===== src/rtl/core/id3v2_frame_stream_parser_core_assert.svh =====
// assertion macros shared by the parser core modules
// depends on nothing; define NO_ASSERTIONS to compile them out
`ifndef ID3V2_FRAME_STREAM_PARSER_CORE_ASSERT_SVH
`define ID3V2_FRAME_STREAM_PARSER_CORE_ASSERT_SVH
`ifndef NO_ASSERTIONS
`define ID3_ASSERT(label, clk, rst, prop, msg) \
   label: assert property (@(posedge clk) disable iff (rst) prop) else $error(msg);
`define ID3_ASSERT_NORST(label, clk, prop, msg) \
   label: assert property (@(posedge clk) prop) else $error(msg);
`else
`define ID3_ASSERT(label, clk, rst, prop, msg)
`define ID3_ASSERT_NORST(label, clk, prop, msg)
`endif
`endif


===== src/rtl/core/id3_pkg.sv =====
// types, codes and lookup functions of the id3v2 frame stream parser
// depends on nothing
package id3_pkg;

   typedef enum logic [2:0] {
      PH_HDR  = 3'd0,
      PH_FHDR = 3'd1,
      PH_ENC  = 3'd2,
      PH_TEXT = 3'd3,
      PH_END  = 3'd4,
      PH_NOT  = 3'd5
   } phase_type;

   localparam logic [2:0] CLS_HEADER = 3'd0;
   localparam logic [2:0] CLS_FRAME  = 3'd1;
   localparam logic [2:0] CLS_ENC    = 3'd2;
   localparam logic [2:0] CLS_TEXT   = 3'd3;
   localparam logic [2:0] CLS_PAD    = 3'd4;
   localparam logic [2:0] CLS_TRAIL  = 3'd5;
   localparam logic [2:0] CLS_NOT    = 3'd6;

   localparam logic [2:0] KIND_NONE    = 3'd0;
   localparam logic [2:0] KIND_TITLE   = 3'd1;
   localparam logic [2:0] KIND_ARTIST  = 3'd2;
   localparam logic [2:0] KIND_ALBUM   = 3'd3;
   localparam logic [2:0] KIND_YEAR    = 3'd4;
   localparam logic [2:0] KIND_GENRE   = 3'd5;
   localparam logic [2:0] KIND_COMMENT = 3'd6;
   localparam logic [2:0] KIND_OTHER   = 3'd7;

   localparam logic [31:0] ID_TIT2 = 32'h5449_5432;
   localparam logic [31:0] ID_TPE1 = 32'h5450_4531;
   localparam logic [31:0] ID_TALB = 32'h5441_4C42;
   localparam logic [31:0] ID_TYER = 32'h5459_4552;
   localparam logic [31:0] ID_TCON = 32'h5443_4F4E;
   localparam logic [31:0] ID_COMM = 32'h434F_4D4D;

   localparam logic [3:0] HDR_LAST_IDX   = 4'd9;
   localparam logic [3:0] FHDR_LAST_IDX  = 4'd9;

   typedef struct packed {
      logic [2:0]  byte_class;
      logic [2:0]  frame_kind;
      logic [7:0]  data_byte;
      logic [7:0]  major_version;
      logic [7:0]  revision;
      logic [28:0] tag_bytes;
      logic [30:0] frame_size;
      logic        last_of_frame;
      logic        size_error;
   } rec_type;

   typedef struct packed {
      logic full;
      logic empty;
   } fifo_stat_type;

   function automatic logic [7:0] sig_byte(input logic [1:0] idx);
      logic [7:0] r;
      case (idx)
         2'd0:    r = 8'h49;
         2'd1:    r = 8'h44;
         default: r = 8'h33;
      endcase
      return r;
   endfunction

   function automatic logic [2:0] classify_id(input logic [31:0] id);
      logic [2:0] r;
      case (id)
         ID_TIT2: r = KIND_TITLE;
         ID_TPE1: r = KIND_ARTIST;
         ID_TALB: r = KIND_ALBUM;
         ID_TYER: r = KIND_YEAR;
         ID_TCON: r = KIND_GENRE;
         ID_COMM: r = KIND_COMMENT;
         default: r = KIND_OTHER;
      endcase
      return r;
   endfunction

endpackage


===== src/rtl/core/id3_if.sv =====
// byte request and result channels of the parser core
// depends on nothing
interface id3_req_if;
   logic       valid;
   logic       ready;
   logic [7:0] data_byte;
   logic       start_of_file;

   modport source (output valid, output data_byte, output start_of_file, input ready);
   modport sink   (input valid, input data_byte, input start_of_file, output ready);
endinterface

interface id3_rsp_if;
   logic        valid;
   logic        ready;
   logic [2:0]  byte_class;
   logic [2:0]  frame_kind;
   logic [7:0]  text_byte;
   logic [7:0]  major_version;
   logic [7:0]  revision;
   logic [28:0] tag_bytes;
   logic [30:0] frame_size;
   logic        last_of_frame;
   logic        size_error;

   modport source (output valid, output byte_class, output frame_kind, output text_byte,
                   output major_version, output revision, output tag_bytes,
                   output frame_size, output last_of_frame, output size_error,
                   input ready);
   modport sink   (input valid, input byte_class, input frame_kind, input text_byte,
                   input major_version, input revision, input tag_bytes,
                   input frame_size, input last_of_frame, input size_error,
                   output ready);
endinterface


===== src/rtl/core/id3_front.sv =====
// front end: accepts bytes, runs the tag and frame parse state, labels each word
// depends on id3_pkg, id3_if and the assertion macro header
`include "id3v2_frame_stream_parser_core_assert.svh"

module id3_front
   import id3_pkg::*;
(
   input  logic          clock,
   input  logic          reset,
   id3_req_if.sink       req_chan,
   input  fifo_stat_type stat,
   output logic          push,
   output rec_type       rec
);

   phase_type   phase_ff, phase_in, cur_phase;
   logic [3:0]  idx_ff, idx_in, cur_idx;
   logic [28:0] tag_ff, tag_in, cur_tag;
   logic [29:0] cons_ff, cons_in, cur_cons, cons_inc;
   logic [31:0] flen_ff, flen_in, cur_flen;
   logic [30:0] left_ff, left_in, cur_left, left_dec;
   logic [31:0] ident_ff, ident_in, cur_ident;
   logic [2:0]  kind_ff, kind_in, cur_kind;
   logic [7:0]  major_ff, major_in, cur_major;
   logic [7:0]  rev_ff, rev_in, cur_rev;
   logic [7:0]  b;
   logic        sof;
   logic        more_cur, more_inc;
   logic [2:0]  cls, kind_o;
   logic        last, err;
   logic        in_frame_word;
   logic        stay_not;

   assign b    = req_chan.data_byte;
   assign sof  = req_chan.start_of_file;
   assign req_chan.ready = !stat.full;
   assign push = req_chan.valid && !stat.full;

   // a start mark restarts the parse on this very word
   always_comb begin
      cur_phase = sof ? PH_HDR : phase_ff;
      cur_idx   = sof ? 4'd0   : idx_ff;
      cur_tag   = sof ? 29'd0  : tag_ff;
      cur_cons  = sof ? 30'd0  : cons_ff;
      cur_flen  = sof ? 32'd0  : flen_ff;
      cur_left  = sof ? 31'd0  : left_ff;
      cur_ident = sof ? 32'd0  : ident_ff;
      cur_kind  = sof ? KIND_NONE : kind_ff;
      cur_major = sof ? 8'd0   : major_ff;
      cur_rev   = sof ? 8'd0   : rev_ff;
   end

   assign cons_inc = (cur_cons == '1) ? cur_cons : cur_cons + 30'd1;
   assign more_cur = cur_cons < {1'b0, cur_tag};
   assign more_inc = cons_inc < {1'b0, cur_tag};
   assign left_dec = (cur_left != 31'd0) ? cur_left - 31'd1 : cur_left;

   always_comb begin
      phase_in = cur_phase;
      idx_in   = cur_idx;
      tag_in   = cur_tag;
      cons_in  = cur_cons;
      flen_in  = cur_flen;
      left_in  = cur_left;
      ident_in = cur_ident;
      kind_in  = cur_kind;
      major_in = cur_major;
      rev_in   = cur_rev;
      cls      = CLS_HEADER;
      kind_o   = KIND_NONE;
      last     = 1'b0;
      err      = 1'b0;
      case (cur_phase)
         PH_HDR: begin
            if (cur_idx < 4'd3 && b != sig_byte(cur_idx[1:0])) begin
               phase_in = PH_NOT;
               cls      = CLS_NOT;
            end else begin
               if (cur_idx == 4'd3) begin
                  major_in = b;
                  rev_in   = 8'd0;
               end
               if (cur_idx == 4'd4) begin
                  rev_in = b;
               end
               if (cur_idx >= 4'd6) begin
                  tag_in = {cur_tag[21:0], 7'd0} | {21'd0, b};
               end
               if (cur_idx >= HDR_LAST_IDX) begin
                  cons_in  = 30'd0;
                  idx_in   = 4'd0;
                  phase_in = (tag_in != 29'd0) ? PH_FHDR : PH_END;
               end else begin
                  idx_in = cur_idx + 4'd1;
               end
            end
         end
         PH_FHDR: begin
            cls     = CLS_FRAME;
            cons_in = cons_inc;
            if (cur_idx == 4'd0 && b == 8'd0) begin
               cls      = CLS_PAD;
               kind_in  = KIND_NONE;
               phase_in = PH_END;
            end else begin
               if (cur_idx == 4'd0) begin
                  kind_in  = KIND_NONE;
                  ident_in = {24'd0, b};
               end else if (cur_idx <= 4'd3) begin
                  ident_in = {cur_ident[23:0], b};
                  if (cur_idx == 4'd3) begin
                     kind_in = classify_id(ident_in);
                  end
               end else if (cur_idx <= 4'd7) begin
                  flen_in = (cur_idx == 4'd4) ? {24'd0, b} : {cur_flen[23:0], b};
               end
               kind_o = kind_in;
               if (cur_idx == 4'd7 && flen_in[31]) begin
                  err      = 1'b1;
                  phase_in = PH_END;
               end else if (cur_idx >= FHDR_LAST_IDX) begin
                  if (cur_flen == 32'd0) begin
                     last     = 1'b1;
                     idx_in   = 4'd0;
                     phase_in = more_inc ? PH_FHDR : PH_END;
                  end else begin
                     left_in  = cur_flen[30:0];
                     phase_in = PH_ENC;
                  end
               end else begin
                  idx_in = cur_idx + 4'd1;
               end
            end
         end
         PH_ENC, PH_TEXT: begin
            cls     = (cur_phase == PH_ENC) ? CLS_ENC : CLS_TEXT;
            kind_o  = cur_kind;
            cons_in = cons_inc;
            left_in = left_dec;
            if (left_dec == 31'd0) begin
               last     = 1'b1;
               idx_in   = 4'd0;
               phase_in = more_inc ? PH_FHDR : PH_END;
            end else begin
               phase_in = PH_TEXT;
            end
         end
         PH_END: begin
            cls     = more_cur ? CLS_PAD : CLS_TRAIL;
            cons_in = cons_inc;
         end
         default: begin
            cls = CLS_NOT;
         end
      endcase
   end

   always_comb begin
      rec.byte_class    = cls;
      rec.frame_kind    = kind_o;
      rec.data_byte     = b;
      rec.major_version = major_in;
      rec.revision      = rev_in;
      rec.tag_bytes     = tag_in;
      rec.frame_size    = flen_in[30:0];
      rec.last_of_frame = last;
      rec.size_error    = err;
   end

   always_ff @(posedge clock) begin
      if (reset) begin
         phase_ff <= PH_HDR;
         idx_ff   <= 4'd0;
         tag_ff   <= 29'd0;
         cons_ff  <= 30'd0;
         flen_ff  <= 32'd0;
         left_ff  <= 31'd0;
         ident_ff <= 32'd0;
         kind_ff  <= KIND_NONE;
         major_ff <= 8'd0;
         rev_ff   <= 8'd0;
      end else if (push) begin
         phase_ff <= phase_in;
         idx_ff   <= idx_in;
         tag_ff   <= tag_in;
         cons_ff  <= cons_in;
         flen_ff  <= flen_in;
         left_ff  <= left_in;
         ident_ff <= ident_in;
         kind_ff  <= kind_in;
         major_ff <= major_in;
         rev_ff   <= rev_in;
      end
   end

   assign in_frame_word = (cls == CLS_FRAME) || (cls == CLS_ENC) || (cls == CLS_TEXT);
   assign stay_not      = push && !sof && (phase_ff == PH_NOT);

   `ID3_ASSERT(a_kind_only_in_frame, clock, reset, (push && kind_o != KIND_NONE) |-> in_frame_word, "frame kind outside frame word")
   `ID3_ASSERT(a_not_id3_sticks, clock, reset, stay_not |=> phase_ff == PH_NOT, "not-id3 state left")

endmodule


===== src/rtl/core/id3_queue.sv =====
// short queue of labelled words between the front and back ends
// depends on id3_pkg and the assertion macro header
`include "id3v2_frame_stream_parser_core_assert.svh"

module id3_queue
   import id3_pkg::*;
#(
   parameter int DEPTH = 4
) (
   input  logic          clock,
   input  logic          reset,
   input  logic          push,
   input  rec_type       wr_rec,
   input  logic          pop,
   output rec_type       rd_rec,
   output fifo_stat_type stat
);

   localparam int PTR_W = (DEPTH > 1) ? $clog2(DEPTH) : 1;
   localparam int CNT_W = $clog2(DEPTH + 1);

   rec_type            store_ff [DEPTH];
   logic [PTR_W-1:0]   wr_ptr_ff, wr_ptr_in;
   logic [PTR_W-1:0]   rd_ptr_ff, rd_ptr_in;
   logic [CNT_W-1:0]   count_ff, count_in;

   assign stat.full  = (count_ff == CNT_W'(DEPTH));
   assign stat.empty = (count_ff == '0);
   assign rd_rec     = store_ff[rd_ptr_ff];

   always_comb begin
      wr_ptr_in = wr_ptr_ff;
      rd_ptr_in = rd_ptr_ff;
      count_in  = count_ff;
      if (push) begin
         wr_ptr_in = (wr_ptr_ff == PTR_W'(DEPTH - 1)) ? '0 : wr_ptr_ff + PTR_W'(1);
      end
      if (pop) begin
         rd_ptr_in = (rd_ptr_ff == PTR_W'(DEPTH - 1)) ? '0 : rd_ptr_ff + PTR_W'(1);
      end
      if (push && !pop) begin
         count_in = count_ff + CNT_W'(1);
      end else if (pop && !push) begin
         count_in = count_ff - CNT_W'(1);
      end
   end

   always_ff @(posedge clock) begin
      if (reset) begin
         wr_ptr_ff <= '0;
         rd_ptr_ff <= '0;
         count_ff  <= '0;
      end else begin
         wr_ptr_ff <= wr_ptr_in;
         rd_ptr_ff <= rd_ptr_in;
         count_ff  <= count_in;
      end
   end

   always_ff @(posedge clock) begin
      if (push) begin
         store_ff[wr_ptr_ff] <= wr_rec;
      end
   end

   `ID3_ASSERT(a_no_overflow, clock, reset, push |-> !stat.full, "push into full queue")
   `ID3_ASSERT(a_no_underflow, clock, reset, pop |-> !stat.empty, "pop from empty queue")
   `ID3_ASSERT(a_count_range, clock, reset, count_ff <= CNT_W'(DEPTH), "queue count beyond depth")

endmodule


===== src/rtl/core/id3_back.sv =====
// back end: drains the queue into the result register and formats the word
// depends on id3_pkg and id3_if
module id3_back
   import id3_pkg::*;
(
   input  logic          clock,
   input  logic          reset,
   input  rec_type       rd_rec,
   input  fifo_stat_type stat,
   output logic          pop,
   id3_rsp_if.source     rsp_chan
);

   logic       valid_ff, valid_in;
   rec_type    out_ff, out_in;
   logic       is_content;

   assign pop = !stat.empty && (!valid_ff || rsp_chan.ready);
   assign is_content = rd_rec.byte_class inside {CLS_ENC, CLS_TEXT};

   always_comb begin
      out_in           = rd_rec;
      out_in.data_byte = is_content ? rd_rec.data_byte : 8'd0;
      valid_in         = valid_ff;
      if (pop) begin
         valid_in = 1'b1;
      end else if (rsp_chan.ready) begin
         valid_in = 1'b0;
      end
   end

   always_ff @(posedge clock) begin
      if (reset) begin
         valid_ff <= 1'b0;
      end else begin
         valid_ff <= valid_in;
      end
   end

   always_ff @(posedge clock) begin
      if (pop) begin
         out_ff <= out_in;
      end
   end

   assign rsp_chan.valid         = valid_ff;
   assign rsp_chan.byte_class    = out_ff.byte_class;
   assign rsp_chan.frame_kind    = out_ff.frame_kind;
   assign rsp_chan.text_byte     = out_ff.data_byte;
   assign rsp_chan.major_version = out_ff.major_version;
   assign rsp_chan.revision      = out_ff.revision;
   assign rsp_chan.tag_bytes     = out_ff.tag_bytes;
   assign rsp_chan.frame_size    = out_ff.frame_size;
   assign rsp_chan.last_of_frame = out_ff.last_of_frame;
   assign rsp_chan.size_error    = out_ff.size_error;

endmodule


===== src/rtl/core/id3v2_frame_stream_parser_core.sv =====
// top level of the id3v2 frame stream parser core
// depends on id3_pkg, id3_if, id3_front, id3_queue and id3_back
//
// One result word leaves for every byte taken in, in order, and the core
// sustains one byte per clock while the queue is not full. A byte accepted
// is written into the queue, moves on into the result register when the
// back end pops it and is offered from there until taken. The front end
// holds the whole parse state and updates it in the cycle the byte is
// accepted; the queue of QUEUE_DEPTH words plus the result register lets
// input keep flowing while the result side stalls. start_of_file on a
// byte restarts the parse with that byte as the first header byte.
module id3v2_frame_stream_parser_core
   import id3_pkg::*;
#(
   parameter int QUEUE_DEPTH = 4
) (
   input  logic      clock,
   input  logic      reset,
   id3_req_if.sink   req_chan,
   id3_rsp_if.source rsp_chan
);

   fifo_stat_type stat;
   rec_type       wr_rec, rd_rec;
   logic          push, pop;

   id3_front u_front (
      .clock    (clock),
      .reset    (reset),
      .req_chan (req_chan),
      .stat     (stat),
      .push     (push),
      .rec      (wr_rec)
   );

   id3_queue #(
      .DEPTH (QUEUE_DEPTH)
   ) u_queue (
      .clock  (clock),
      .reset  (reset),
      .push   (push),
      .wr_rec (wr_rec),
      .pop    (pop),
      .rd_rec (rd_rec),
      .stat   (stat)
   );

   id3_back u_back (
      .clock    (clock),
      .reset    (reset),
      .rd_rec   (rd_rec),
      .stat     (stat),
      .pop      (pop),
      .rsp_chan (rsp_chan)
   );

endmodule


===== src/flat_wrapper.sv =====
// flat-port wrapper written by rule: the top's interface ports become plain ports
module id3v2_frame_stream_parser_core_flat import id3_pkg::*;
#(
   parameter int QUEUE_DEPTH = 4
)
  (clock, reset, req_chan_valid, req_chan_data_byte, req_chan_start_of_file, req_chan_ready, rsp_chan_valid, rsp_chan_byte_class, rsp_chan_frame_kind, rsp_chan_text_byte, rsp_chan_major_version, rsp_chan_revision, rsp_chan_tag_bytes, rsp_chan_frame_size, rsp_chan_last_of_frame, rsp_chan_size_error, rsp_chan_ready);
  id3_req_if req_chan_i ();
  id3_rsp_if rsp_chan_i ();
  input  logic clock;
  input  logic reset;
  input wire logic [$bits(req_chan_i.valid)-1:0] req_chan_valid;
  input wire logic [$bits(req_chan_i.data_byte)-1:0] req_chan_data_byte;
  input wire logic [$bits(req_chan_i.start_of_file)-1:0] req_chan_start_of_file;
  output wire logic [$bits(req_chan_i.ready)-1:0] req_chan_ready;
  output wire logic [$bits(rsp_chan_i.valid)-1:0] rsp_chan_valid;
  output wire logic [$bits(rsp_chan_i.byte_class)-1:0] rsp_chan_byte_class;
  output wire logic [$bits(rsp_chan_i.frame_kind)-1:0] rsp_chan_frame_kind;
  output wire logic [$bits(rsp_chan_i.text_byte)-1:0] rsp_chan_text_byte;
  output wire logic [$bits(rsp_chan_i.major_version)-1:0] rsp_chan_major_version;
  output wire logic [$bits(rsp_chan_i.revision)-1:0] rsp_chan_revision;
  output wire logic [$bits(rsp_chan_i.tag_bytes)-1:0] rsp_chan_tag_bytes;
  output wire logic [$bits(rsp_chan_i.frame_size)-1:0] rsp_chan_frame_size;
  output wire logic [$bits(rsp_chan_i.last_of_frame)-1:0] rsp_chan_last_of_frame;
  output wire logic [$bits(rsp_chan_i.size_error)-1:0] rsp_chan_size_error;
  input wire logic [$bits(rsp_chan_i.ready)-1:0] rsp_chan_ready;
  assign req_chan_i.valid = req_chan_valid;
  assign req_chan_i.data_byte = req_chan_data_byte;
  assign req_chan_i.start_of_file = req_chan_start_of_file;
  assign req_chan_ready = req_chan_i.ready;
  assign rsp_chan_valid = rsp_chan_i.valid;
  assign rsp_chan_byte_class = rsp_chan_i.byte_class;
  assign rsp_chan_frame_kind = rsp_chan_i.frame_kind;
  assign rsp_chan_text_byte = rsp_chan_i.text_byte;
  assign rsp_chan_major_version = rsp_chan_i.major_version;
  assign rsp_chan_revision = rsp_chan_i.revision;
  assign rsp_chan_tag_bytes = rsp_chan_i.tag_bytes;
  assign rsp_chan_frame_size = rsp_chan_i.frame_size;
  assign rsp_chan_last_of_frame = rsp_chan_i.last_of_frame;
  assign rsp_chan_size_error = rsp_chan_i.size_error;
  assign rsp_chan_i.ready = rsp_chan_ready;
  id3v2_frame_stream_parser_core #(.QUEUE_DEPTH(QUEUE_DEPTH)) u_core (.clock(clock), .reset(reset), .req_chan(req_chan_i), .rsp_chan(rsp_chan_i));
endmodule

===== config.mk =====
export PLATFORM = sky130hd
export DESIGN_NAME = id3v2_frame_stream_parser_core_flat
export DESIGN_NICKNAME = d
export VERILOG_FILES = /design/src/rtl/core/id3_pkg.sv /design/src/rtl/core/id3_if.sv /design/src/rtl/core/id3_front.sv /design/src/rtl/core/id3_queue.sv /design/src/rtl/core/id3_back.sv /design/src/rtl/core/id3v2_frame_stream_parser_core.sv /design/src/flat_wrapper.sv
export VERILOG_INCLUDE_DIRS = /design/src /design/src/rtl/core
export SDC_FILE = /design/constraint.sdc
export NUM_CORES = 1
export LEC_CHECK = 0
export BUFFER_PORTS_ARGS = -buffer_cell sky130_fd_sc_hd__buf_4
export CORE_ASPECT_RATIO = 0.5
export CORE_MARGIN = 2
export CORE_UTILIZATION = 38
export CTS_BUF_LIST = sky130_fd_sc_hd__clkbuf_16
export DETAILED_ROUTE_END_ITERATION = 10
export SYNTH_ARGS = -nofsm -noshare
export SYNTH_HDL_FRONTEND = slang
export SYNTH_SLANG_ARGS = --single-unit

===== constraint.sdc =====
create_clock -name clock -period 7.6 [get_ports clock]
set_clock_uncertainty 0.2 [all_clocks]
set_input_delay 0.38 -clock clock [delete_from_list [all_inputs] [get_ports clock]]
set_output_delay 0.38 -clock clock [all_outputs]
set_load 0.02 [all_outputs]

# --- Word level (Yosys, flattened, before mapping) ---
# Memory sizes are Yosys's and may differ from the RTL's. A register that Yosys moved wholly into a read port is not among the register bits.
# Cells that the tools add are included.
op_classes:
  n_addsub: 7
  order_cmp: 7
  eq_ne: 21
  n_mux: 95
  n_bitwise: 1
  n_reduce_logical: 27
op_table:
  columns: ["cell", "count"]
  rows:
  - ["$mux W32", 14]
  - ["$eq A32 B31 Y1 const B", 6]
  - ["$mux W31", 6]
  - ["$mux W29", 6]
  - ["$mux W30", 4]
  - ["$mux W8", 10]
  - ["$pmux W31 S2", 1]
  - ["$lt A30 B29 Y1", 2]
  - ["$mux W3", 20]
  - ["$pmux W30 S2", 1]
  - ["$logic_not A32 Y1", 1]
  - ["$mux W4", 8]
  - ["$logic_not A31 Y1", 1]
  - ["$reduce_bool A31 Y1", 1]
  - ["$sub A31 B1 Y31 const B", 1]
  - ["$add A30 B1 Y30 const B", 1]
  - ["$eq A30 B30 Y1 const B", 1]
  - ["$or A29 B8 Y29", 1]
  - ["$reduce_bool A29 Y1", 1]
  - ["$pmux W3 S6", 1]
  - ["$mux W1", 14]
  - ["$pmux W7 S2", 1]
  - ["$eq A3 B2 Y1 const B", 4]
  - ["$pmux W3 S4", 1]
  - ["other kinds (31)", 51]
word_totals:
  regBits: 280
  ramBits: 368
  in_bits: 13
  wordCells: 182
  memories: 1
memory_table:
  columns: ["name", "depth", "width", "rd", "rd_ports_with_merged_regs", "write_ports", "line_no", "source"]
  rows:
  - ["u_core.u_queue.store_ff", 4, 92, 1, 1, 1, "id3_queue.sv:22", "rec_type store_ff [DEPTH];"]

# --- Longest topological paths before layout ---
# Gate-level depths: netlist of run 1.
depth:
  word_depth: 13
  mapped_depth: 30
  mapped_depth_nobuf: 23

# --- Cells and area by module ---
# A second synthesis of run 1 with hierarchy kept.
unflattened:
  cells_unflattened: 2447
  hier_area_um2: 29555.8
modules_own_cells:
  columns: ["module", "n_inst", "cells_per_inst", "area_per_inst_um2"]
  rows:
  - ["id3_queue", 1, 524, 13716.9]
  - ["id3_front", 1, 1818, 12974.9]
  - ["id3_back", 1, 105, 2864.0]

# --- Worst setup path after synthesis of run 1 ---
# OpenSTA, ideal clock, no wires.
synth_timing:
  path_type: "register to register"
  start: "reg u_core.u_queue.count_ff[0]"
  end: "reg u_core.u_queue.count_ff[2]"
  arrival_time_ps: 6687
  slack_ps: 643
  path_stages_with_launch: 10
  path_cell_list: "dfxtp_1 nor3_1 a21oi_1 inv_1 ha_1 inv_1 fa_1 xor2_1 or3_1 a21oi_1"
synth_via:
  elab_chain_len: 6
synth_rtl:
  columns: ["element", "line_no", "source"]
  rows:
  - ["start, declared", "id3_queue.sv:25", "logic [CNT_W-1:0] count_ff, count_in;"]
  - ["start signal, assigned", "id3_queue.sv:56", "count_ff <= count_in;"]
  - ["$logic_not A3 Y1 (*)", "id3_queue.sv:28", "assign stat.empty = (count_ff == '0);"]
  - ["$logic_not A1 Y1 (*)", "id3_back.sv:18", "assign pop = !stat.empty && (!valid_ff || rsp_chan.ready);"]
  - ["$logic_and A1 B1 Y1 (*)", "id3_back.sv:18", null]
  - ["named net u_core.pop", "id3v2_frame_stream_parser_core.sv:25", "logic push, pop;"]
  - ["$logic_not A1 Y1", "id3_queue.sv:41", "if (push && !pop) begin"]
  - ["$logic_and A1 B1 Y1", "id3_queue.sv:41", null]
  - ["$mux W3 or $reduce_bool A2 Y1 (tied branches)", null, null]
# The timed path passes the listed nets; every way through them passes the cells marked *. The select of a mux whose other input is x is not followed.
# A chain may end at the register's enable or synchronous reset.

# --- Final worst setup path of run 1 ---
layout_timing:
  start: "in req_chan_start_of_file"
  end: "reg u_core.u_front.phase_ff[2]"
layout_via:
  elab_chain_len: 12
layout_rtl:
  columns: ["element", "line_no", "source"]
  rows:
  - ["start, declared", "flat_wrapper.sv:13", "input wire logic [$bits(req_chan_i.start_of_file)-1:0] req_chan_start_of_file;"]
  - ["branches (longest 11 deep; another with $add A30 B1 Y30)", null, null]
  - ["$pmux W3 S3 (*)", "id3_front.sv:73", "case (cur_phase)"]
  - ["end signal, assigned", "id3_front.sv:183", "phase_ff <= phase_in;"]
  - ["end, declared", "id3_front.sv:16", "phase_type phase_ff, phase_in, cur_phase;"]
# Mark *: on every way between the ends. The select of a mux whose other input is x is not followed.

==> impl_metrics.py, run 1 <==
metrics = {
    "run_status": {
        "outcome": "complete, no violations",
    },
    "placed_design": {
        "finalWeightedCongestion": 0.925,
        "detailedPlacementHpwl_microns": 49400,
        "post_dp_cell_area_sq_um": 30800,
        "port_buffers": 106,
    },
    "global_route": {
        "grt_pass1_vias": 19000,
        "track_usage_pct": 19.2,
        "global_route.overflow_total": 0,
        "grt_first_pass_wirelength_microns": 118000,
        "grt_max_degree": 78,
        "antenna_found_initial": 0,
    },
    "setup_path": {
        "timing_worst_setup_path_type": "primary input to flop",
        "cp.required_ns": 7.91,
        "r2r-start": "u_core.u_front.cons_ff[0]$_SDFFE_PP0P_",
        "worstPathArrival_ns": 5.45,
        "setup.worst_path.end_class": "flop",
        "critical_path_peak_fanout": 27,
        "worst_setup_path_start_kind": "primary input",
        "setup.reg_to_reg.worst_slack_ns": 2.57,
        "crit_path_start": "req_chan_start_of_file",
    },
    "clock_tree": {
        "later_pin_clock_latency_in_the_skew_report_ns": 0.66,
        "clockBufferDepth": 3,
        "post_cts.repair.setup_buffers": 0,
        "tritoncts.num_buffers": 58,
        "clkSlewWorstSetupHoldPaths_ns": 0.06,
        "cts_htree_levels": 2,
        "clock-root-buffer": "sky130_fd_sc_hd__clkbuf_16",
        "clock_sinks": 642,
        "tritoncts": "done",
    },
    "route": {
        "detailedRoute.firstIterationViolations": 1829,
        "met3_length_microns": 4540,
        "detail_route.drc_violations": 0,
        "average_via_count_per_standard_cell": 5.69,
        "drt_first_pass_iters": 6,
        "top_layer_used": "met4",
        "wl_met1_microns": 36000,
        "avgRoutedWirePerCell_microns": 21.9,
        "detailroute.via_count": 19900,
        "detailroute.wirelength.met2_microns": 34800,
        "ant_nets": 0,
        "postRouteWirelength_microns": 76700,
    },
    "job": {
        "cap_viol_max_count": 0,
    },
    "timing": {
        "maximum_achievable_frequency_mhz": 195,
        "report.final.setup_viol": 0,
        "max_slew_margin_pct": 17.0,
        "setup_repair_after_global_routing_missed_its_margin": "no",
        "tightest_slew_ns": 1.24,
        "final-max-slew-violation-count": 0,
        "final_period_minus_worst_setup_slack_ns": 5.14,
        "post-route-period-util_pct": 67.6,
        "hold_viol_final": 0,
        "sum_of_negative_setup_slack_ns": 0,
    },
    "power": {
        "areal_power_density_over_the_cells_nw_per_um2": 299,
        "power.static_leakage_nw": 11.4,
        "peak_supply_drop_mv": 0.239,
    },
    "die": {
        "area_of_the_die_sq_um": 78600,
        "initial_core_util_pct": 38.5,
        "die_h_microns": 199,
        "die_x_microns": 395,
        "rows": 71,
        "pin_count": 107,
        "fp.coreArea_sq_um": 75300,
    },
    "logic_synthesis": {
        "ys_async_sr_fraction_pct": 0,
        "post_synth_inst_count": 2370,
        "post_synth.cell_area_avg_sq_um": 12.2,
        "flop_and_latch_count_out_of_synthesis": 642,
        "flip_flop_cell_with_the_highest_count_after_synthesis": "sky130_fd_sc_hd__edfxtp_1",
        "post_synth_net_total": 2453,
        "yosys_warnings": 0,
        "number_of_enable_flip_flop_cells_after_synthesis": 460,
        "synth.lib_cells_used.distinct": 89,
        "synth.cell_area_sq_um": 29000,
        "seq_area_frac_synth_pct": 60.2,
    },
    "final_layout": {
        "insertedDiodeCount": 0,
        "area.growth.synth_to_final_pct": 12.9,
        "stdcell_area_sq_um": 32700,
        "final_nets": 2504,
        "final.fill_count": 6963,
        "drive_gt1_share_pct": 14.4,
    },
    "hold_path": {
        "hold_path.startpoint": "req_chan_start_of_file",
        "hold_class": "primary input to flop",
    },
}
-- cell usage in the layout (no fill, tap or decap), types with 54 or more instances in the layout --
| cell | synthesis | layout |
|---|---|---|
| sky130_fd_sc_hd__edfxtp_1 | 460 | 460 |
| sky130_fd_sc_hd__nor2_1 | 257 | 257 |
| sky130_fd_sc_hd__nand2_1 | 222 | 221 |
| sky130_fd_sc_hd__dfxtp_1 | 182 | 180 |
| sky130_fd_sc_hd__buf_4 | 1 | 139 |
| sky130_fd_sc_hd__a21oi_1 | 137 | 136 |
| sky130_fd_sc_hd__mux4_2 | 92 | 92 |
| sky130_fd_sc_hd__a22oi_1 | 89 | 89 |
| sky130_fd_sc_hd__o21ai_0 | 81 | 81 |
| sky130_fd_sc_hd__ha_1 | 69 | 69 |
| sky130_fd_sc_hd__clkbuf_16 | 0 | 59 |
| sky130_fd_sc_hd__nor3_1 | 57 | 57 |
| sky130_fd_sc_hd__nand3_1 | 54 | 54 |
-- layout make-up --
class,count,area (sq um),area share (%)
sequential,642,17500,53.4
multi-input combinational,1537,10900,33.2
clock buffer,59,1480,4.51
tap,1022,1280,3.91
timing repair buffer,149,1140,3.50
clock inverter,51,363,1.11
inverter,33,125,0.382
-- per-stage QoR --
step	setup WS (ns)	instances	hold slack (ns)	util, %	total power (W)
final	2.46	3493	0.162	43.4	0.00978
after global routing	2.16	3493	0.176	43.4	0.0102
after CTS	2.56	3493	0.137	43.4	0.00991
after detailed placement	1.92	3373	0.265	40.8	0.00706
after global placement	1.95	3373	0.257	40.8	0.00703
after floorplan	0.643	2370	0.250	-	0.00615
-- worst paths after layout --
| path | end | cells after the start |
|---|---|---|
| worst max-delay path | u_core.u_front.phase_ff[2]$_SDFFE_PP0P_ | 25 |
| worst min register to register | u_core.u_front.tag_ff[7]$_SDFFE_PP0P_ | 2 |
| worst max register to register | u_core.u_front.phase_ff[2]$_SDFFE_PP0P_ | 23 |
| worst min-delay path | u_core.u_front.cons_ff[15]$_SDFFE_PP0P_ | 4 |
-- cells in the mapped netlist, types with 5 or more instances --
cell type / number / area [sq um]
sky130_fd_sc_hd__buf_1: 28 / 105
sky130_fd_sc_hd__a22oi_1: 89 / 668
sky130_fd_sc_hd__a32oi_1: 5 / 43.8
sky130_fd_sc_hd__a21o_1: 25 / 188
sky130_fd_sc_hd__ha_1: 69 / 863
sky130_fd_sc_hd__nand2_1: 222 / 833
sky130_fd_sc_hd__o21ai_0: 81 / 405
sky130_fd_sc_hd__a22o_1: 8 / 70.1
sky130_fd_sc_hd__a21oi_1: 137 / 686
sky130_fd_sc_hd__o31ai_1: 7 / 52.6
sky130_fd_sc_hd__o211a_1: 8 / 80.1
sky130_fd_sc_hd__and2_1: 8 / 50.1
sky130_fd_sc_hd__nor2_1: 257 / 965
sky130_fd_sc_hd__inv_1: 32 / 120
sky130_fd_sc_hd__nand2b_1: 18 / 113
sky130_fd_sc_hd__a211oi_1: 8 / 60.1
sky130_fd_sc_hd__xor2_1: 15 / 131
sky130_fd_sc_hd__clkbuf_1: 121 / 454
sky130_fd_sc_hd__nand3_1: 54 / 270
sky130_fd_sc_hd__a31oi_1: 14 / 87.6
sky130_fd_sc_hd__a2111oi_0: 5 / 43.8
sky130_fd_sc_hd__o22ai_1: 12 / 75.1
sky130_fd_sc_hd__and3_1: 15 / 93.8
sky130_fd_sc_hd__a221oi_1: 9 / 78.8
sky130_fd_sc_hd__nor3_1: 57 / 285
sky130_fd_sc_hd__nor4b_1: 6 / 52.6
sky130_fd_sc_hd__o21ai_1: 6 / 30.0
sky130_fd_sc_hd__nor2b_1: 53 / 332
sky130_fd_sc_hd__a31o_2: 8 / 70.1
sky130_fd_sc_hd__nand4b_1: 7 / 61.3
sky130_fd_sc_hd__and4_1: 7 / 61.3
sky130_fd_sc_hd__or3_1: 7 / 43.8
sky130_fd_sc_hd__nand4_1: 25 / 156
sky130_fd_sc_hd__or4_1: 9 / 67.6
sky130_fd_sc_hd__nor3b_1: 12 / 90.1
sky130_fd_sc_hd__dfxtp_1: 182 / 3640
sky130_fd_sc_hd__o211ai_1: 9 / 67.6
sky130_fd_sc_hd__edfxtp_1: 460 / 13800
sky130_fd_sc_hd__or2_2: 6 / 37.5
sky130_fd_sc_hd__xnor2_1: 27 / 236
sky130_fd_sc_hd__mux4_2: 92 / 2070
sky130_fd_sc_hd__a311oi_1: 9 / 78.8
sky130_fd_sc_hd__buf_2: 6 / 30.0
sky130_fd_sc_hd__mux2i_1: 27 / 270
sky130_fd_sc_hd__nor4_1: 32 / 200
-- power by group --
group / switching, W / leakage [nW] / internal [W]
sequential: 0.000260 / 6.01 / 0.00436
combinational: 0.00137 / 4.43 / 0.000943
clock: 0.00132 / 0.933 / 0.00152
total: 0.00296 / 11.4 / 0.00683
-- layer usage --
layer | track usage [%] | vias to the layer above
met3 | 2.78 | 88
met4 | 4.54 | 0
met1 | 28.2 | 10100
met5 | 0 | -
met2 | 30.1 | 603
li1 | - | 9110
-- critical path: stages --
cell and delay [ns]:
sky130_fd_sc_hd__buf_4 0.30, sky130_fd_sc_hd__inv_2 0.31, sky130_fd_sc_hd__nand2_1 0.19, sky130_fd_sc_hd__inv_1 0.09
sky130_fd_sc_hd__ha_1 0.23, sky130_fd_sc_hd__and2_1 0.17, sky130_fd_sc_hd__and4_1 0.22, sky130_fd_sc_hd__and4_1 0.28
sky130_fd_sc_hd__nor4_1 0.31, sky130_fd_sc_hd__buf_4 0.20, sky130_fd_sc_hd__nand2_1 0.13, sky130_fd_sc_hd__nor2_1 0.20
sky130_fd_sc_hd__and3_1 0.24, sky130_fd_sc_hd__xnor2_1 0.13, sky130_fd_sc_hd__nor2_1 0.06, sky130_fd_sc_hd__ha_1 0.34
sky130_fd_sc_hd__a21oi_1 0.17, sky130_fd_sc_hd__nor2b_1 0.06, sky130_fd_sc_hd__o21ai_0 0.15, sky130_fd_sc_hd__nand2_1 0.11
sky130_fd_sc_hd__a21oi_1 0.13, sky130_fd_sc_hd__nand4b_1 0.15, sky130_fd_sc_hd__a2111o_1 0.45, sky130_fd_sc_hd__or2_2 0.31
sky130_fd_sc_hd__o311a_1 0.12
-- cell families after synthesis --
group / Yosys count / synth area share (%)
DFF: 642 / 60.2
buffers and inverters: 191 / 2.56
adders and majority gates: 70 / 3.05
muxes: 122 / 8.20
AOI/OAI and AO/OA: 483 / 11.0
and+or+nand+nor: 820 / 13.7
xor gates and xnor gates: 42 / 1.27
-- flip-flops by register name, summed over array words and instances (netlist names), 24 cells and up, named ones only --
register                           count
u_core.u_back.rsp_chan.frame_size     31
u_core.u_front.ident_ff               24
u_core.u_front.cons_ff                30
u_core.u_queue.store_ff              368
u_core.u_front.flen_ff                32
u_core.u_back.rsp_chan.tag_bytes      29
u_core.u_front.tag_ff                 29
u_core.u_front.left_ff                31
-- repair_timing --
item                      CTS  global route
gates resized for setup     0             0
hold buffers               10             0
hold endpoints to repair   74             0
No activity file was read; power rests on OpenSTA's default activity.
==> run 2, diff against run 1 <==
==> constraint.sdc (replaced) <==
create_clock -name clock -period 4.15 [get_ports clock]
set_clock_uncertainty 0.2 [all_clocks]
set_input_delay 0.2075 -clock clock [delete_from_list [all_inputs] [get_ports clock]]
set_output_delay 0.2075 -clock clock [all_outputs]
set_load 0.02 [all_outputs]
==> run 2 against run 1 <==
  * The flow now finishes with violations (negative setup slack)
  * Critical path depth is 5 lower
  * Sequential share of layout area fell by 2.7 points
  * Combinational power up 95%
  * Cell area increased by 5.4%
  * Register-to-register slack got worse by 2.6 ns
  * Global-route usage rose by 1.4 points
==> impl_metrics.py, run 2 (same netlist as run 1, synthesis figures left out) <==
metrics = {
    "run_status": {
        "outcome": "complete, but fails checks",
        "violations": "negative setup slack",
    },
    "final_layout": {
        "mostFrequentLayoutCells": "sky130_fd_sc_hd__edfxtp_1, sky130_fd_sc_hd__buf_4, sky130_fd_sc_hd__nor2_1",
        "reg.largest.list": "u_core.u_queue.store_ff x368, u_core.u_front.flen_ff x32",
        "largest-register": "u_core.u_queue.store_ff",
        "final_nets": 2686,
        "area.growth.synth_to_final_pct": 18.9,
        "flip_flop_count_of_the_largest_register_all_copies_and_words_added": 368,
        "drive_gt1_share_pct": 21.4,
        "insertedDiodeCount": 0,
        "layout_commonest_cell": "sky130_fd_sc_hd__edfxtp_1",
    },
    "clock_tree": {
        "clockBufferDepth": 3,
        "later_pin_clock_latency_in_the_skew_report_ns": 0.64,
        "tritoncts": "done",
        "clock_sinks": 642,
        "cts_htree_levels": 2,
        "clock-root-buffer": "sky130_fd_sc_hd__clkbuf_16",
        "tritoncts.num_buffers": 58,
        "clkSlewWorstSetupHoldPaths_ns": 0.07,
    },
    "power": {
        "areal_power_density_over_the_cells_nw_per_um2": 533,
        "power.static_leakage_nw": 12.3,
        "peak_supply_drop_mv": 0.355,
        "total_power_w": 0.0184,
    },
    "timing": {
        "maximum_achievable_frequency_mhz": 239,
        "tightest_slew_ns": 1.21,
        "post-route-period-util_pct": 101,
        "hold_viol_final": 0,
        "final_period_minus_worst_setup_slack_ns": 4.19,
        "max_slew_margin_pct": 18.3,
        "final-max-slew-violation-count": 0,
        "worst_slack_ns": -0.0421,
        "setup_repair_after_global_routing_missed_its_margin": "yes",
        "report.final.setup_viol": 2,
    },
    "die": {
        "die_x_microns": 395,
        "rows": 71,
        "pin_count": 107,
        "initial_core_util_pct": 38.5,
        "fp.coreArea_sq_um": 75300,
        "area_of_the_die_sq_um": 78600,
        "die_h_microns": 199,
    },
    "placed_design": {
        "port_buffers": 106,
        "dpl_worst_slack_ns": -0.161,
        "finalWeightedCongestion": 0.965,
        "detailedPlacementHpwl_microns": 56600,
    },
    "route": {
        "detail_route.drc_violations": 0,
        "ant_nets": 0,
        "detailedRoute.firstIterationViolations": 2030,
        "drt_first_pass_iters": 6,
        "postRouteWirelength_microns": 82300,
        "average_via_count_per_standard_cell": 5.62,
        "detailroute.via_count": 20700,
        "avgRoutedWirePerCell_microns": 22.4,
    },
    "setup_path": {
        "reg2reg_depth": 20,
        "critical_path_peak_fanout": 5,
        "r2r-start": "u_core.u_front.cons_ff[1]$_SDFFE_PP0P_",
        "regToRegEndpoint": "u_core.u_front.phase_ff[0]$_SDFFE_PP0P_",
        "setup.worst_path.end_class": "flop",
        "crit_path_start": "u_core.u_front.cons_ff[1]$_SDFFE_PP0P_",
        "timing_worst_setup_path_type": "flop to flop",
        "worstPathArrival_ns": 4.55,
        "setup.reg_to_reg.worst_slack_ns": -0.04,
        "cp.required_ns": 4.51,
        "worst_setup_path_start_kind": "flop",
    },
    "hold_path": {
        "hold_path.startpoint": "req_chan_valid",
        "min_delay_path_depth": 2,
        "hold_class": "primary input to flop",
        "min_to": "u_core.u_queue.store_ff[1][86]$_DFFE_PP_",
    },
    "global_route": {
        "grt_pass1_vias": 19700,
        "track_usage_pct": 20.7,
        "grt_first_pass_wirelength_microns": 124000,
        "grt_max_degree": 107,
        "global_route.overflow_total": 0,
        "antenna_found_initial": 1,
    },
    "job": {
        "cap_viol_max_count": 0,
    },
}
run 2: cell types whose count changed in the layout (fill, tap and decap cells not counted), moves of 4 or more:
cell                         change
sky130_fd_sc_hd__clkinv_4        +6
sky130_fd_sc_hd__clkinvlp_4      -4
sky130_fd_sc_hd__buf_4         +169
sky130_fd_sc_hd__clkinv_1        -6
sky130_fd_sc_hd__buf_12         +13
run 2: layout make-up:
cell class	instances	area, sq um
Clock inverter	50	428
Timing Repair Buffer	331	2670
Tap cell	1022	1280
Sequential cell	642	17500
Clock buffer	60	1500
Fill cell	6880	40900
Inverter	33	125
Multi-Input combinational cell	1537	11000
run 2: critical path, cell delays in order, from the launching register on:
cell	delay, ns
sky130_fd_sc_hd__dfxtp_2	0.32
sky130_fd_sc_hd__nor2b_4	0.12
sky130_fd_sc_hd__ha_4	0.15
sky130_fd_sc_hd__and2_4	0.13
sky130_fd_sc_hd__and4_1	0.16
sky130_fd_sc_hd__and4_4	0.21
sky130_fd_sc_hd__nor4_4	0.24
sky130_fd_sc_hd__nand2_2	0.14
sky130_fd_sc_hd__nor2_4	0.10
sky130_fd_sc_hd__and3_4	0.20
sky130_fd_sc_hd__xnor2_2	0.11
sky130_fd_sc_hd__nor2_1	0.06
sky130_fd_sc_hd__ha_1	0.32
sky130_fd_sc_hd__a21oi_2	0.13
sky130_fd_sc_hd__nor2b_1	0.06
sky130_fd_sc_hd__o21ai_1	0.12
sky130_fd_sc_hd__nand2_1	0.11
sky130_fd_sc_hd__o2111a_1	0.29
sky130_fd_sc_hd__a2111o_1	0.52
sky130_fd_sc_hd__nor3b_2	0.20
sky130_fd_sc_hd__a211oi_1	0.23
run 2: worst max-delay path by stage:
stage	to	slack, ns	depth (start not counted)
4_1_cts	u_core.u_front.phase_ff[2]$_SDFFE_PP0P_	0.004	22
2_1_floorplan	u_core.u_front.phase_ff[2]$_SDFFE_PP0P_	-0.72	30
6_report	u_core.u_front.phase_ff[0]$_SDFFE_PP0P_	-0.04	20
5_1_grt	u_core.u_front.phase_ff[0]$_SDFFE_PP0P_	-0.20	20
3_5_place_dp	u_core.u_front.phase_ff[2]$_SDFFE_PP0P_	-0.16	19
3_3_place_gp	u_core.u_front.phase_ff[2]$_SDFFE_PP0P_	-0.12	23
run 2: power breakdown:
group	switching, W	internal (W)
Clock	0.00245	0.00302
Sequential	0.000397	0.00799
Combinational	0.00263	0.00189
run 2: per-layer routing:
layer  track usage, %  vias to the layer above  wire length, microns
li1                 -                     9486                     -
met1             30.7                    10400                 38800
met2             31.1                      632                 36300
met3             3.62                      128                  5420
met4             5.51                        0                  1850
met5                0                        -                     0
run 2: repair_timing:
| item | CTS | global route |
|---|---|---|
| cloned | 0 | 0 |
| hold endpoints to repair | 126 | 0 |
| resized for setup | 4 | 11 |
| hold buffers | 10 | 0 |
| setup endpoints to repair | 2 | 2 |
| setup buffers | 0 | 2 |
| pin swaps | 0 | 3 |
run 2: per-stage QoR:
stage | util (%) | std cells | hold slack [ns] | TNS, ns | area (sq um)
2_1_floorplan | - | 2370 | 0.106 | -1.37 | 29200
3_3_place_gp | 43.0 | 3553 | 0.258 | -0.183 | 32400
3_5_place_dp | 43.0 | 3553 | 0.272 | -0.270 | 32400
4_1_cts | 45.7 | 3673 | 0.00951 | 0 | 34400
5_1_grt | 45.7 | 3675 | 0.0251 | -0.384 | 34500
6_report | 45.7 | 3675 | 0.0323 | -0.0552 | 34500
==> run 3, diff against run 2 <==
--- a/config.mk
+++ b/config.mk
@@ -12,6 +12,7 @@
 export CORE_UTILIZATION = 38
 export CTS_BUF_LIST = sky130_fd_sc_hd__clkbuf_16
 export DETAILED_ROUTE_END_ITERATION = 10
+export HOLD_SLACK_MARGIN = 0.05
 export SYNTH_ARGS = -nofsm -noshare
 export SYNTH_HDL_FRONTEND = slang
 export SYNTH_SLANG_ARGS = --single-unit
==> run 3 against run 2 <==
  * The run still ends with negative setup slack left
  * Total power about the same
  * Utilization about the same
  * Non-clock buffer count grew 2
  * Combinational power about the same
  * Register-to-register slack worse by 0.03 ns
  * Flip-flop and latch count is the same
  * Clock power about the same
  * Count of clock-buffer cells in the layout stayed put
  * Worst setup slack got worse by 0.031 ns
  * First-iteration DRC count up 2.9%
==> impl_metrics.py, run 3 (same netlist as run 1, synthesis figures left out) <==
metrics = {
    "final_layout": {
        "flip_flop_count_of_the_largest_register_all_copies_and_words_added": 368,
        "largest-register": "u_core.u_queue.store_ff",
        "final_nets": 2688,
        "insertedDiodeCount": 0,
        "area.growth.synth_to_final_pct": 19.0,
        "layout_commonest_cell": "sky130_fd_sc_hd__edfxtp_1",
        "stdcell_area_sq_um": 34500,
        "final.fill_count": 6878,
        "fin_util_pct": 45.8,
        "reg.largest.list": "u_core.u_queue.store_ff x368, u_core.u_front.flen_ff x32",
        "drive_gt1_share_pct": 21.4,
        "mostFrequentLayoutCells": "sky130_fd_sc_hd__edfxtp_1, sky130_fd_sc_hd__buf_4, sky130_fd_sc_hd__nor2_1",
    },
    "placed_design": {
        "finalWeightedCongestion": 0.965,
        "detailedPlacementHpwl_microns": 56600,
        "post_dp_cell_area_sq_um": 32400,
        "dpl_worst_slack_ns": -0.161,
        "port_buffers": 106,
    },
    "die": {
        "initial_core_util_pct": 38.5,
        "fp.coreArea_sq_um": 75300,
        "die_x_microns": 395,
        "rows": 71,
        "area_of_the_die_sq_um": 78600,
        "pin_count": 107,
        "die_h_microns": 199,
    },
    "power": {
        "peak_supply_drop_mv": 0.355,
        "power_report.internal_total_w": 0.0129,
        "clock_power_share_pct": 29.7,
        "sw_frac_of_total_pct": 29.9,
        "seqPwrFrac_pct": 45.6,
        "total_switching_power_w": 0.00549,
        "power.static_leakage_nw": 12.3,
        "power_frac_comb_pct": 24.6,
        "areal_power_density_over_the_cells_nw_per_um2": 533,
    },
    "setup_path": {
        "crit_path_start": "u_core.u_front.cons_ff[1]$_SDFFE_PP0P_",
        "worstPathArrival_ns": 4.58,
        "critical_path.cell_chain": "nor2b_4 > ha_4 > and2_4 > and4_1 > and4_4 > nor4_4 > nand2_2 > nor2_4 > and3_4 > xnor2_2 > nor2_1 > ha_1 > a21oi_2 > nor2b_1 > o21ai_1 > nand2_1 > o2111a_1 > a2111o_1 > nor3b_2 > a211oi_1",
        "worst_setup_path_start_kind": "flop",
        "r2r-start": "u_core.u_front.cons_ff[1]$_SDFFE_PP0P_",
        "critical_path_peak_fanout": 5,
        "slowest_delay_ns": 0.53,
        "timing_worst_setup_path_type": "flop to flop",
        "critical_path.slowest_cell": "sky130_fd_sc_hd__a2111o_1",
        "setup.worst_path.end_class": "flop",
        "cp.required_ns": 4.50,
    },
    "timing": {
        "final-max-slew-violation-count": 0,
        "tightest_slew_ns": 1.14,
        "max_slew_margin_pct": 23.3,
        "setup_repair_after_global_routing_missed_its_margin": "yes",
        "sum_of_negative_setup_slack_ns": -0.105,
        "report.final.setup_viol": 2,
        "hold_viol_final": 0,
        "maximum_achievable_frequency_mhz": 237,
        "post-route-period-util_pct": 102,
        "worst_slack_ns": -0.0730,
        "final_period_minus_worst_setup_slack_ns": 4.22,
    },
    "route": {
        "detailedRoute.firstIterationViolations": 2088,
        "ant_nets": 0,
        "detail_route.drc_violations": 0,
        "avgRoutedWirePerCell_microns": 22.4,
        "detailroute.via_count": 20700,
        "average_via_count_per_standard_cell": 5.64,
        "postRouteWirelength_microns": 82400,
        "drt_first_pass_iters": 6,
    },
    "clock_tree": {
        "later_pin_clock_latency_in_the_skew_report_ns": 0.64,
        "clockBufferDepth": 3,
        "cts_htree_levels": 2,
        "clkSlewWorstSetupHoldPaths_ns": 0.07,
        "clock-root-buffer": "sky130_fd_sc_hd__clkbuf_16",
        "clock_sinks": 642,
        "tritoncts": "done",
        "tritoncts.num_buffers": 58,
    },
    "hold_path": {
        "hold_path.startpoint": "req_chan_start_of_file",
        "hold_class": "primary input to flop",
    },
    "run_status": {
        "violations": "negative setup slack",
        "outcome": "complete, but fails checks",
    },
    "job": {
        "cap_viol_max_count": 0,
    },
    "global_route": {
        "grt_pass1_vias": 19700,
        "grt_max_degree": 107,
        "track_usage_pct": 20.7,
        "global_route.overflow_total": 0,
        "grt_first_pass_wirelength_microns": 124000,
        "antenna_found_initial": 1,
    },
}
run 3: changes by cell type in the layout (fill, tap and decap cells not counted), sizes merged:
cell / change
dlygate4sd3: +2
run 3: worst paths after layout:
check | depth (start not counted) | to | slack, ns
max | 20 | u_core.u_front.phase_ff[0]$_SDFFE_PP0P_ | -0.07
max reg2reg | 20 | u_core.u_front.phase_ff[0]$_SDFFE_PP0P_ | -0.07
min reg2reg | 2 | u_core.u_front.tag_ff[7]$_SDFFE_PP0P_ | 0.28
min | 6 | u_core.u_front.cons_ff[1]$_SDFFE_PP0P_ | 0.22
run 3: power by group through the flow:
stage | clock network, W | logic (W) | registers (W)
after floorplan | 0 | 0.00221 | 0.00900
after global placement | 0 | 0.00453 | 0.00851
after detailed placement | 0 | 0.00456 | 0.00854
after CTS | 0.00558 | 0.00458 | 0.00840
after global routing | 0.00586 | 0.00482 | 0.00848
final | 0.00547 | 0.00453 | 0.00838
run 3: final cells by class:
| class | instances | area [sq um] | share of cell area (%) |
|---|---|---|---|
| multi-input cells | 1537 | 11000 | 31.9 |
| clock inverters | 50 | 428 | 1.24 |
| well taps | 1022 | 1280 | 3.71 |
| flip-flops and latches | 642 | 17500 | 50.7 |
| clock buffers | 60 | 1500 | 4.35 |
| inverters | 33 | 125 | 0.363 |
| repair buffers | 333 | 2690 | 7.81 |
run 3: routing by layer:
metal | wire length, microns | GRT usage (%) | up-vias
met3 | 5290 | 3.62 | 122
met2 | 36400 | 31.2 | 663
li1 | - | - | 9500
met5 | 0 | 0 | -
met1 | 38900 | 30.7 | 10400
met4 | 1810 | 5.51 | 0
run 3: critical path: cells and delay by family, from the launching register on:
family,cells,cell delay (ns)
DFF,1,0.32
adders and majority gates,2,0.47
and+or+nand+nor,12,1.74
AOI/OAI and AO/OA,5,1.31
xor gates and xnor gates,1,0.11
run 3: what timing repair did:
action,4_1_cts,5_1_grt
hold buffers,12,0
resized for setup,4,11
setup buffers,0,2
pin swaps,0,3
setup endpoints to repair,2,2
hold endpoints to repair,168,0
run 3: through the flow:
step           hold slack, ns  cells  total power (W)
3_5_place_dp            0.272   3553           0.0131
5_1_grt                 0.259   3677           0.0191
3_3_place_gp            0.258   3553           0.0130
6_report                0.220   3677           0.0184
2_1_floorplan           0.106   2370           0.0112
4_1_cts                 0.172   3675           0.0186
